--- src/rtl/core/sil_pkg.sv ---
`timescale 1ns / 1ps
// ----------------------------------------------------------------------------
// sil_pkg
// shared types and codes for the sorted insert list and its cells
// ----------------------------------------------------------------------------
package sil_pkg;

  localparam int ENTRY_W = 32;
  localparam int INDEX_W = 4;

  // operation codes
  localparam logic [1:0] OP_INSERT = 2'd0;
  localparam logic [1:0] OP_APPEND = 2'd1;
  localparam logic [1:0] OP_DELETE = 2'd2;
  localparam logic [1:0] OP_READ   = 2'd3;

  // result status codes
  localparam logic [1:0] STAT_OK        = 2'd0;
  localparam logic [1:0] STAT_NOT_FOUND = 2'd1;
  localparam logic [1:0] STAT_FULL      = 2'd2;
  localparam logic [1:0] STAT_RANGE     = 2'd3;

  // what the cells do this cycle
  typedef enum logic [1:0] {
    ACT_IDLE,
    ACT_CMP,
    ACT_INS,
    ACT_DEL
  } act_e;

  // which cell marks the insert or delete point
  typedef enum logic [1:0] {
    PICK_FRONT,
    PICK_TAIL,
    PICK_GAP,
    PICK_MATCH
  } pick_e;

  typedef struct packed {
    act_e                       act;
    pick_e                      pick;
    logic signed [ENTRY_W-1:0]  value;
  } cell_cmd_t;

  typedef struct packed {
    logic                       ge;
    logic                       tail_le;
    logic                       ord;
    logic [ENTRY_W-1:0]         rd;
  } cell_stat_t;

endpackage

--- src/rtl/core/sil_in_if.sv ---
`timescale 1ns / 1ps
// ----------------------------------------------------------------------------
// sil_in_if
// request channel of the sorted insert list: operation, value and index
// ----------------------------------------------------------------------------
interface sil_in_if;
  logic               valid;
  logic               ready;
  logic [1:0]         op;
  logic signed [31:0] value;
  logic [3:0]         index;

  modport source (output valid, output op, output value, output index, input ready);
  modport sink   (input valid, input op, input value, input index, output ready);
endinterface

--- src/rtl/core/sil_out_if.sv ---
`timescale 1ns / 1ps
// ----------------------------------------------------------------------------
// sil_out_if
// result channel of the sorted insert list
// ----------------------------------------------------------------------------
interface sil_out_if #(
  parameter int CNT_W = 5
);
  logic               valid;
  logic               ready;
  logic signed [31:0] read_value;
  logic [CNT_W-1:0]   count;
  logic               is_ascending;
  logic [1:0]         status;

  modport source (output valid, output read_value, output count, output is_ascending,
                  output status, input ready);
  modport sink   (input valid, input read_value, input count, input is_ascending,
                  input status, output ready);
endinterface

--- src/rtl/core/sorted_insert_list.sv ---
`timescale 1ns / 1ps
// ----------------------------------------------------------------------------
// sorted_insert_list
// ordered list of up to DEPTH signed 32-bit entries built as a row of cells
// ----------------------------------------------------------------------------
// Items are handled one at a time, in three steps: in the accept cycle
// every cell compares its entry with the item value, in the update step
// the cells find the insert or delete point along the chain and shift in
// one step, and in the final step the order check over the new contents
// and the read select load the output register. A new item is taken in
// the cycle after that, so the block never takes a new item before it is
// through with the last one; a stalled result holds the final step.
// Entries never written are never read: a read at or past the count returns
// zero with the out-of-range status.
module sorted_insert_list
  import sil_pkg::*;
#(
  parameter int DEPTH = 16
) (
  input  logic          clk_i,
  input  logic          rst_ni,
  sil_in_if.sink        in_i,
  sil_out_if.source     out_o
);

  localparam int CNT_W = $clog2(DEPTH + 1);

  // sequencer codes
  localparam logic [1:0] ST_IDLE = 2'd0;
  localparam logic [1:0] ST_EXEC = 2'd1;
  localparam logic [1:0] ST_FIN  = 2'd2;

  logic [1:0]                state_q, state_d;
  logic [CNT_W-1:0]          count_q, count_d;
  logic                      out_vld_q, out_vld_d;

  // captured item
  logic [1:0]                op_q;
  logic signed [ENTRY_W-1:0] value_q;
  logic [INDEX_W-1:0]        index_q;

  // result of the update cycle
  logic [1:0]                status_q, status_d;
  logic                      read_ok_q, read_ok_d;

  // output register
  logic signed [ENTRY_W-1:0] rd_out_q;
  logic [CNT_W-1:0]          cnt_out_q;
  logic                      asc_out_q;
  logic [1:0]                stat_out_q;

  cell_cmd_t                 cmd;
  logic                      accept;
  logic                      full;
  logic                      found;
  logic                      tail_le;
  logic                      asc;
  logic [ENTRY_W-1:0]        rd_any;

  // chain wiring between neighbors
  logic signed [ENTRY_W-1:0] entry_w [DEPTH];
  logic                      le_w    [DEPTH];
  logic                      pfx_w   [DEPTH];
  cell_stat_t                stat_w  [DEPTH];

  assign in_i.ready = (state_q == ST_IDLE);
  assign accept     = in_i.valid && in_i.ready;
  assign full       = (count_q == CNT_W'(DEPTH));
  assign found      = pfx_w[DEPTH-1];

  // or of the per-cell flags, and of the per-cell order bits
  always_comb begin
    tail_le = 1'b0;
    asc     = 1'b1;
    rd_any  = '0;
    for (int k = 0; k < DEPTH; k++) begin
      tail_le = tail_le | stat_w[k].tail_le;
      asc     = asc & stat_w[k].ord;
      rd_any  = rd_any | stat_w[k].rd;
    end
  end

  // command to the cells and the sequencer
  always_comb begin
    state_d   = state_q;
    count_d   = count_q;
    out_vld_d = out_vld_q;
    status_d  = status_q;
    read_ok_d = read_ok_q;
    cmd.act   = ACT_IDLE;
    cmd.pick  = PICK_MATCH;
    cmd.value = value_q;

    if (out_vld_q && out_o.ready) begin
      out_vld_d = 1'b0;
    end

    unique case (state_q)
      ST_IDLE: begin
        // compare every entry with the incoming value
        cmd.value = in_i.value;
        if (accept) begin
          cmd.act = ACT_CMP;
          state_d = ST_EXEC;
        end
      end
      ST_EXEC: begin
        status_d  = STAT_OK;
        read_ok_d = 1'b0;
        unique case (op_q) inside
          OP_INSERT, OP_APPEND: begin
            // pick the insert point: front, tail or first gap
            if (op_q == OP_APPEND || count_q == '0) begin
              cmd.pick = PICK_TAIL;
            end else if (stat_w[0].ge) begin
              cmd.pick = PICK_FRONT;
            end else if (tail_le) begin
              cmd.pick = PICK_TAIL;
            end else begin
              cmd.pick = PICK_GAP;
            end
            if (full) begin
              status_d = STAT_FULL;
            end else begin
              cmd.act = ACT_INS;
              count_d = count_q + CNT_W'(1);
            end
          end
          OP_DELETE: begin
            cmd.pick = PICK_MATCH;
            cmd.act  = ACT_DEL;
            if (found) begin
              count_d = count_q - CNT_W'(1);
            end else begin
              status_d = STAT_NOT_FOUND;
            end
          end
          OP_READ: begin
            if (int'(index_q) < int'(count_q)) begin
              read_ok_d = 1'b1;
            end else begin
              status_d = STAT_RANGE;
            end
          end
          default: begin
          end
        endcase
        state_d = ST_FIN;
      end
      ST_FIN: begin
        // load the result once the output register is free
        if (!out_vld_q || out_o.ready) begin
          out_vld_d = 1'b1;
          state_d   = ST_IDLE;
        end
      end
      default: begin
        state_d = ST_IDLE;
      end
    endcase
  end

  // row of cells
  for (genvar k = 0; k < DEPTH; k++) begin : g_cell
    logic signed [ENTRY_W-1:0] prev_entry;
    logic                      prev_le;
    logic                      prev_pfx;
    logic signed [ENTRY_W-1:0] next_entry;

    if (k == 0) begin : g_head
      assign prev_entry = '0;
      assign prev_le    = 1'b0;
      assign prev_pfx   = 1'b0;
    end else begin : g_body
      assign prev_entry = entry_w[k-1];
      assign prev_le    = le_w[k-1];
      assign prev_pfx   = pfx_w[k-1];
    end

    if (k == DEPTH - 1) begin : g_last
      assign next_entry = entry_w[k];
    end else begin : g_inner
      assign next_entry = entry_w[k+1];
    end

    sil_cell #(
      .IDX   (k),
      .CNT_W (CNT_W)
    ) u_cell (
      .clk_i        (clk_i),
      .cmd_i        (cmd),
      .count_i      (count_q),
      .index_i      (index_q),
      .prev_entry_i (prev_entry),
      .prev_le_i    (prev_le),
      .prefix_i     (prev_pfx),
      .next_entry_i (next_entry),
      .entry_o      (entry_w[k]),
      .le_o         (le_w[k]),
      .prefix_o     (pfx_w[k]),
      .stat_o       (stat_w[k])
    );
  end

  // control state
  always_ff @(posedge clk_i or negedge rst_ni) begin
    if (!rst_ni) begin
      state_q   <= ST_IDLE;
      count_q   <= '0;
      out_vld_q <= 1'b0;
    end else begin
      state_q   <= state_d;
      count_q   <= count_d;
      out_vld_q <= out_vld_d;
    end
  end

  // payload registers
  always_ff @(posedge clk_i) begin
    if (accept) begin
      op_q    <= in_i.op;
      value_q <= in_i.value;
      index_q <= in_i.index;
    end
    status_q  <= status_d;
    read_ok_q <= read_ok_d;
    if (state_q == ST_FIN && (!out_vld_q || out_o.ready)) begin
      rd_out_q   <= read_ok_q ? rd_any : '0;
      cnt_out_q  <= count_q;
      asc_out_q  <= asc;
      stat_out_q <= status_q;
    end
  end

  assign out_o.valid        = out_vld_q;
  assign out_o.read_value   = rd_out_q;
  assign out_o.count        = cnt_out_q;
  assign out_o.is_ascending = asc_out_q;
  assign out_o.status       = stat_out_q;

`ifndef SYNTH
  a_count_bound : assert property (@(posedge clk_i) disable iff (!rst_ni)
    int'(count_q) <= DEPTH)
    else $error("count above depth");

  a_accept_exec : assert property (@(posedge clk_i) disable iff (!rst_ni)
    accept |=> state_q == ST_EXEC)
    else $error("accepted item did not reach update cycle");

  a_full_hold : assert property (@(posedge clk_i) disable iff (!rst_ni)
    (state_q == ST_EXEC && full && (op_q == OP_INSERT || op_q == OP_APPEND))
    |=> count_q == $past(count_q))
    else $error("count changed on a dropped insert");

  a_del_count : assert property (@(posedge clk_i) disable iff (!rst_ni)
    (state_q == ST_EXEC && op_q == OP_DELETE && found)
    |=> count_q == $past(count_q) - CNT_W'(1))
    else $error("delete hit did not shrink the list");

  a_fin_status : assert property (@(posedge clk_i) disable iff (!rst_ni)
    (state_q == ST_FIN && (!out_vld_q || out_o.ready))
    |=> out_vld_q && out_o.count == $past(count_q))
    else $error("result count does not match list");
`endif

endmodule

--- src/rtl/core/sil_cell.sv ---
`timescale 1ns / 1ps
// ----------------------------------------------------------------------------
// sil_cell
// one list slot: holds an entry, compares it with the item value and shifts
// toward its neighbors on insert and delete
// ----------------------------------------------------------------------------
module sil_cell
  import sil_pkg::*;
#(
  parameter int IDX   = 0,
  parameter int CNT_W = 5
) (
  input  logic                      clk_i,
  input  cell_cmd_t                 cmd_i,
  input  logic [CNT_W-1:0]          count_i,
  input  logic [INDEX_W-1:0]        index_i,
  input  logic signed [ENTRY_W-1:0] prev_entry_i,
  input  logic                      prev_le_i,
  input  logic                      prefix_i,
  input  logic signed [ENTRY_W-1:0] next_entry_i,
  output logic signed [ENTRY_W-1:0] entry_o,
  output logic                      le_o,
  output logic                      prefix_o,
  output cell_stat_t                stat_o
);

  logic signed [ENTRY_W-1:0] entry_q, entry_d;
  logic                      le_q, le_d;
  logic                      ge_q, ge_d;
  logic                      occ;
  logic                      mark;

  assign occ = (CNT_W'(IDX) < count_i);

  always_comb begin
    case (cmd_i.pick)
      PICK_FRONT: mark = (IDX == 0);
      PICK_TAIL:  mark = (CNT_W'(IDX) == count_i);
      PICK_GAP:   mark = (IDX != 0) && prev_le_i && ge_q && occ;
      PICK_MATCH: mark = le_q && ge_q && occ;
      default:    mark = 1'b0;
    endcase
  end

  // set once the insert or delete point lies at or left of this cell
  assign prefix_o = prefix_i | mark;

  always_comb begin
    entry_d = entry_q;
    le_d    = le_q;
    ge_d    = ge_q;
    case (cmd_i.act)
      ACT_CMP: begin
        le_d = (entry_q <= cmd_i.value);
        ge_d = (entry_q >= cmd_i.value);
      end
      ACT_INS: begin
        if (prefix_i) begin
          entry_d = prev_entry_i;
        end else if (mark) begin
          entry_d = cmd_i.value;
        end
      end
      ACT_DEL: begin
        if (prefix_o) begin
          entry_d = next_entry_i;
        end
      end
      default: begin
      end
    endcase
  end

  always_ff @(posedge clk_i) begin
    entry_q <= entry_d;
    le_q    <= le_d;
    ge_q    <= ge_d;
  end

  assign entry_o        = entry_q;
  assign le_o           = le_q;
  assign stat_o.ge      = ge_q;
  assign stat_o.tail_le = le_q && (CNT_W'(IDX + 1) == count_i);
  assign stat_o.ord     = (IDX == 0) || !occ || (prev_entry_i <= entry_q);
  assign stat_o.rd      = (int'(index_i) == IDX) ? entry_q : '0;

endmodule

--- src/flat_wrapper.sv ---
// flat-port wrapper written by rule: the top's interface ports become plain ports
module sorted_insert_list_flat import sil_pkg::*;
#(
  parameter int DEPTH = 16
)
  (clk_i, rst_ni, in_i_valid, in_i_op, in_i_value, in_i_index, in_i_ready, out_o_valid, out_o_read_value, out_o_count, out_o_is_ascending, out_o_status, out_o_ready);
  sil_in_if in_i_i ();
  sil_out_if #(.CNT_W((5))) out_o_i ();
  input  logic clk_i;
  input  logic rst_ni;
  input wire logic [$bits(in_i_i.valid)-1:0] in_i_valid;
  input wire logic [$bits(in_i_i.op)-1:0] in_i_op;
  input wire logic [$bits(in_i_i.value)-1:0] in_i_value;
  input wire logic [$bits(in_i_i.index)-1:0] in_i_index;
  output wire logic [$bits(in_i_i.ready)-1:0] in_i_ready;
  output wire logic [$bits(out_o_i.valid)-1:0] out_o_valid;
  output wire logic [$bits(out_o_i.read_value)-1:0] out_o_read_value;
  output wire logic [$bits(out_o_i.count)-1:0] out_o_count;
  output wire logic [$bits(out_o_i.is_ascending)-1:0] out_o_is_ascending;
  output wire logic [$bits(out_o_i.status)-1:0] out_o_status;
  input wire logic [$bits(out_o_i.ready)-1:0] out_o_ready;
  assign in_i_i.valid = in_i_valid;
  assign in_i_i.op = in_i_op;
  assign in_i_i.value = in_i_value;
  assign in_i_i.index = in_i_index;
  assign in_i_ready = in_i_i.ready;
  assign out_o_valid = out_o_i.valid;
  assign out_o_read_value = out_o_i.read_value;
  assign out_o_count = out_o_i.count;
  assign out_o_is_ascending = out_o_i.is_ascending;
  assign out_o_status = out_o_i.status;
  assign out_o_i.ready = out_o_ready;
  sorted_insert_list #(.DEPTH(DEPTH)) u_core (.clk_i(clk_i), .rst_ni(rst_ni), .in_i(in_i_i), .out_o(out_o_i));
endmodule
--- config.mk ---
export PLATFORM = sky130hd
export DESIGN_NAME = sorted_insert_list_flat
export DESIGN_NICKNAME = d
export VERILOG_FILES = /design/src/rtl/core/sil_pkg.sv /design/src/rtl/core/sil_in_if.sv /design/src/rtl/core/sil_out_if.sv /design/src/rtl/core/sorted_insert_list.sv /design/src/rtl/core/sil_cell.sv /design/src/flat_wrapper.sv
export SDC_FILE = /design/constraint.sdc
export NUM_CORES = 2
export LEC_CHECK = 0
export ABC_CLOCK_PERIOD_IN_PS = 11700
export CAP_MARGIN = 10
export CELL_PAD_IN_SITES_DETAIL_PLACEMENT = 0
export CELL_PAD_IN_SITES_GLOBAL_PLACEMENT = 1
export CORE_ASPECT_RATIO = 1.1
export CORE_MARGIN = 2
export CORE_UTILIZATION = 35
export DETAILED_ROUTE_END_ITERATION = 6
export DONT_BUFFER_PORTS = 1
export GPL_TIMING_DRIVEN = 0
export HOLD_SLACK_MARGIN = 0.02
export PLACE_DENSITY = 0.7
export SLEW_MARGIN = 25
export SYNTH_ARGS = -nofsm -noshare
export SYNTH_HDL_FRONTEND = slang
export SYNTH_SLANG_ARGS = --single-unit
--- constraint.sdc ---
create_clock -name clk_i -period 11.7 [get_ports clk_i]
set_clock_uncertainty 0.05 [all_clocks]
set_input_delay 0.585 -clock clk_i [delete_from_list [all_inputs] [get_ports clk_i]]
set_output_delay 0.585 -clock clk_i [all_outputs]
set_load 0.005 [all_outputs]
==> results by stage <==
Status:
- The flow ran to the end, and the final reports show no timing, DRC or antenna violations.

Placed design:
- At the end of routability-driven placement, the weighted congestion stood at approximately 1.0.
- After detailed placement, the design holds a cell count of ~8400.
- After legalization and detailed placement, the total HPWL measured 260000 um.
- The number of buffers added on ports is 0.

Synthesis:
- Yosys printed 0 warnings.
- The netlist area before placement is ~57000 um2.
- Counting every instance in the synthesized netlist gives about 6200.
- The number of distinct standard cells referenced by the synthesized netlist is between 80 and 90.
- Averaged over all synthesized cells, the footprint is between 9 and 10 um2.
- The async set-or-reset flop fraction in the synthesized netlist is 0.0126.
- Counting flops with a built-in enable in the synthesized netlist gives ~630.
- The most used flip-flop cell after synthesis is sky130_fd_sc_hd__edfxtp_1.
- In this run, synthesis produced a sequential element count of between 600 and 700.
- Synthesis produced a netlist with a net count of about 7300.
- The share of the Yosys chip area taken by registers is 0.334.

Global route:
- The number of antenna violations at the first check in global routing is 32.
- The number of global-route vias before repair is slightly above 50000.
- The first-pass GRT wire length is 435000 um.
- The largest net degree at the start of global routing is 34.
- The sum of overflow across all layers after global routing is 0.
- Across every metal layer, demand over resource in global routing totals 0.379.

Route:
- The wire length per cell is between 30 and 40 um.
- The post-route antenna net violation count is 0.
- For this block, the via count after detailed routing is about 57000.
- For this block, the routed nets add up to ~320000 um of wire.
- Before antenna repair, the detailed router went through 6 iterations.
- The detailed router finished its first iteration with between 8000 and 9000 violations.
- The total DRC errors in the routed layout is 0.
- In the routed layout, each cell is associated on average with a via count of between 6 and 7.

Setup path:
- The maximum fanout count along the critical path is 18.
- The worst setup path is captured at a flip-flop.
- The startpoint type of the worst setup path is a flip-flop.
- The buffer and inverter count on the worst path is 6.
- The cell seen most often among critical-path stages is sky130_fd_sc_hd__clkbuf_1.
- The slowest stage of the critical path belongs to the cell sky130_fd_sc_hd__buf_1.
- The type of the worst setup path is reg2reg.
- The largest stage delay on the critical path is ~0.83 ns.
- The worst endpoint data arrival time is 7.14 ns.
- At the worst endpoint, the required time is between 10 and 15 ns.
- Traced cell by cell, the critical path runs through clkbuf_1 > clkbuf_1 > inv_2 > ha_1 > nor4b_2 > nor3_1 > a31oi_1 > o221a_2 > nand4_4 > a211oi_1 > buf_2 > buf_1 > nor2_4 > buf_12.
- The cell family contributing the most delay on the critical path is buffers and inverters.
- For flop-to-flop paths, the worst setup slack is around 5 ns.

Die:
- Measured along the x axis, the die boundary spans 388 um.
- Row generation in the floorplan step produced 155 rows.
- The initial core utilization is 0.351.
- The floorplan die area is between 150000 and 200000 um2.
- The number of top-level pins is 84.
- The chip height is approximately 430 um.
- The total area inside the core boundary comes to 162000 um2.

Cells and area:
- The layout cell share with drive strength beyond 1 is 0.0586.
- The signed area change from the synthesized netlist to the final layout is 12.3%.
- After the flow finishes, the layout carries non-filler instances totaling around 8600.
- Leaving out fill and tap cells, the most frequent cell in the layout is sky130_fd_sc_hd__ha_1.
- The count of nets after finishing is between 7000 and 8000.
- In the layout the commonest cells are 1000 x sky130_fd_sc_hd__ha_1, 625 x sky130_fd_sc_hd__edfxtp_1, 516 x sky130_fd_sc_hd__inv_1.

STA:
- The count of endpoints failing setup in the final report is 0.
- The total negative setup slack is 0 ns.
- Static timing analysis puts the maximum clock frequency at about 150 MHz.
- Setup repair after global routing left no endpoint under its margin.
- The hold violation count in the final report is 0.
- Hold timing on the final database bottoms out at a slack of 0.129 ns.
- The minimum period implied by the final worst setup slack is 6.70 ns.
- The count of pins over their slew limit is 0.
- In this run the tightest slew margin relative to its limit is 0.128.
- For the pin with the worst max-slew slack, the measured transition is ~1.3 ns.
- In the finished design, the share of the clock period the worst path needs comes to 0.573.

Clock network:
- The H-tree was split into 3 levels.
- The clock net sink count is between 600 and 700.
- The buffer depth of the longest clock path is 3.
- In this run the clock root is driven by a sky130_fd_sc_hd__clkbuf_16.
- The register clock-pin slew on the reported worst setup and hold paths is roughly 0.060 ns.
- The CTS tree is yes.
- For the worst-skew pair, the clock arrives at the later sink with an insertion delay of about 0.75 ns.
- The number of clock buffers added by TritonCTS is 84.

Pwr:
- Dividing total power by cell area gives a power density of about 300 nW/um2.
- IR analysis of the VDD net gives a maximum drop of 166 uV.
- Total power for the finished layout comes to 18.8 mW.
- The leakage power is between 20 and 30 nW.

Job:
- The tool flagged a number of max-cap violations equal to 0.

Worst hold path:
- The path class of the tightest hold or removal check is in2async.
## synth_stat cells, types with 8 or more instances
| cell type | number | area, um2 |
|---|---|---|
| sky130_fd_sc_hd__a211oi_1 | 29 | 218 |
| sky130_fd_sc_hd__nand2_1 | 469 | 1760 |
| sky130_fd_sc_hd__a221o_1 | 130 | 1300 |
| sky130_fd_sc_hd__and2_1 | 16 | 100 |
| sky130_fd_sc_hd__clkbuf_1 | 193 | 724 |
| sky130_fd_sc_hd__nor2b_1 | 105 | 657 |
| sky130_fd_sc_hd__nor3b_1 | 10 | 75.1 |
| sky130_fd_sc_hd__o21ai_1 | 15 | 75.1 |
| sky130_fd_sc_hd__inv_2 | 31 | 116 |
| sky130_fd_sc_hd__nor2_1 | 440 | 1650 |
| sky130_fd_sc_hd__or3_1 | 18 | 113 |
| sky130_fd_sc_hd__a22oi_1 | 162 | 1220 |
| sky130_fd_sc_hd__a221oi_1 | 52 | 455 |
| sky130_fd_sc_hd__buf_1 | 47 | 176 |
| sky130_fd_sc_hd__o21ai_0 | 512 | 2560 |
| sky130_fd_sc_hd__edfxtp_1 | 625 | 18800 |
| sky130_fd_sc_hd__nor4_1 | 31 | 194 |
| sky130_fd_sc_hd__a22o_1 | 53 | 464 |
| sky130_fd_sc_hd__inv_1 | 518 | 1940 |
| sky130_fd_sc_hd__o21a_1 | 115 | 863 |
| sky130_fd_sc_hd__nor3_1 | 147 | 736 |
| sky130_fd_sc_hd__buf_2 | 35 | 175 |
| sky130_fd_sc_hd__a2111oi_0 | 17 | 149 |
| sky130_fd_sc_hd__nand4_1 | 230 | 1440 |
| sky130_fd_sc_hd__nand3_1 | 96 | 480 |
| sky130_fd_sc_hd__mux2i_1 | 57 | 571 |
| sky130_fd_sc_hd__ha_1 | 1000 | 12500 |
| sky130_fd_sc_hd__a21o_1 | 153 | 1150 |
| sky130_fd_sc_hd__nand2b_1 | 70 | 438 |
| sky130_fd_sc_hd__o22ai_1 | 39 | 244 |
| sky130_fd_sc_hd__a21oi_1 | 462 | 2310 |
| sky130_fd_sc_hd__a31oi_1 | 18 | 113 |
| sky130_fd_sc_hd__dfrtp_1 | 8 | 200 |
| sky130_fd_sc_hd__or2_2 | 9 | 56.3 |
| sky130_fd_sc_hd__o211ai_1 | 134 | 1010 |
| sky130_fd_sc_hd__mux2_2 | 39 | 439 |
| sky130_fd_sc_hd__and3_1 | 45 | 282 |
## worst reg2reg max path, stage by stage, from the launching register on
cell,delay (ns)
sky130_fd_sc_hd__dfrtp_1,0.43
sky130_fd_sc_hd__clkbuf_1,0.26
sky130_fd_sc_hd__clkbuf_1,0.38
sky130_fd_sc_hd__inv_2,0.35
sky130_fd_sc_hd__ha_1,0.43
sky130_fd_sc_hd__nor4b_2,0.63
sky130_fd_sc_hd__nor3_1,0.19
sky130_fd_sc_hd__a31oi_1,0.78
sky130_fd_sc_hd__o221a_2,0.46
sky130_fd_sc_hd__nand4_4,0.24
sky130_fd_sc_hd__a211oi_1,0.40
sky130_fd_sc_hd__buf_2,0.37
sky130_fd_sc_hd__buf_1,0.84
sky130_fd_sc_hd__nor2_4,0.33
sky130_fd_sc_hd__buf_12,0.28
## repair_timing
item / in CTS / in global routing
buffers inserted: 0 / 0
hold buffers: 41 / 0
endpoints found under the hold margin: 48 / 0
gates resized for setup: 0 / 0
## per-stage QoR
step | utilization | area [um2] | setup slack [ns]
after floorplan | - | 56800 | 6.71
after global placement | 0.368 | 59500 | 1.56
after detailed placement | 0.374 | 60500 | 5.27
after CTS | 0.394 | 63800 | 5.20
after global routing | 0.394 | 63800 | 4.98
final | 0.394 | 63800 | 5.00
## power breakdown
part	switching [mW]	internal [mW]
Sequential	1.63	3.76
Clock	1.20	1.65
Combinational	6.94	3.64
## path summary, 6_finish.rpt
check,from,endpoint,cells after the start
max in group asynchronous,rst_ni,u_core.state_q[1],1
worst min-delay path,rst_ni,u_core.count_q[4],1
worst max-delay path,u_core.count_q[1],u_core.g_cell[7].u_cell.entry_o[20],14
worst min register to register,u_core.status_q[1],u_core.out_o.status[1],0
worst max register to register,u_core.count_q[1],u_core.g_cell[7].u_cell.entry_o[20],14
min in group clk_i,in_i_valid,u_core.index_q[0],1
## metal layers
| layer | vias to the layer above | part of all wire | wire length, um | global-route usage |
|---|---|---|---|---|
| met2 | 4074 | 0.42 | 137000 | 0.573 |
| met5 | - | 0.00028 | 90 | 0 |
| met4 | 12 | 0.080 | 26100 | 0.251 |
| met3 | 1035 | 0.10 | 33900 | 0.0851 |
| li1 | 24000 | - | - | - |
| met1 | 27700 | 0.39 | 128000 | 0.485 |
## registers in the layout (all words and copies together) (netlist names), 4 cells and up
signal,flops
u_core.g_cell.u_cell.entry_o,512
u_core.out_o.read_value,32
u_core.count_q,5
u_core.index_q,4
u_core.g_cell.u_cell.ge_q,16
u_core.value_q,32
u_core.out_o.count,5
u_core.g_cell.u_cell.le_o,16
## final cells by class
class	instances	area (um2)
clock buffers	97	2190
well taps	2119	2650
inverters	549	2060
repair buffers	78	1160
plain buffers	278	1140
clock inverters	55	679
multi-input cells	4781	34900
fillers	16400	97900
flip-flops and latches	633	19000
diodes	11	27.5
## kinds of logic after synthesis
kind of cell | after synthesis | synth area share
compound gates | 1956 | 0.225
xor+xnor | 10 | 0.00154
buf+inv | 827 | 0.0556
flops | 633 | 0.334
simple gates | 1717 | 0.146
mux | 98 | 0.0184
fa+ha+maj | 1000 | 0.220
Power figures use the tool's default switching activity.
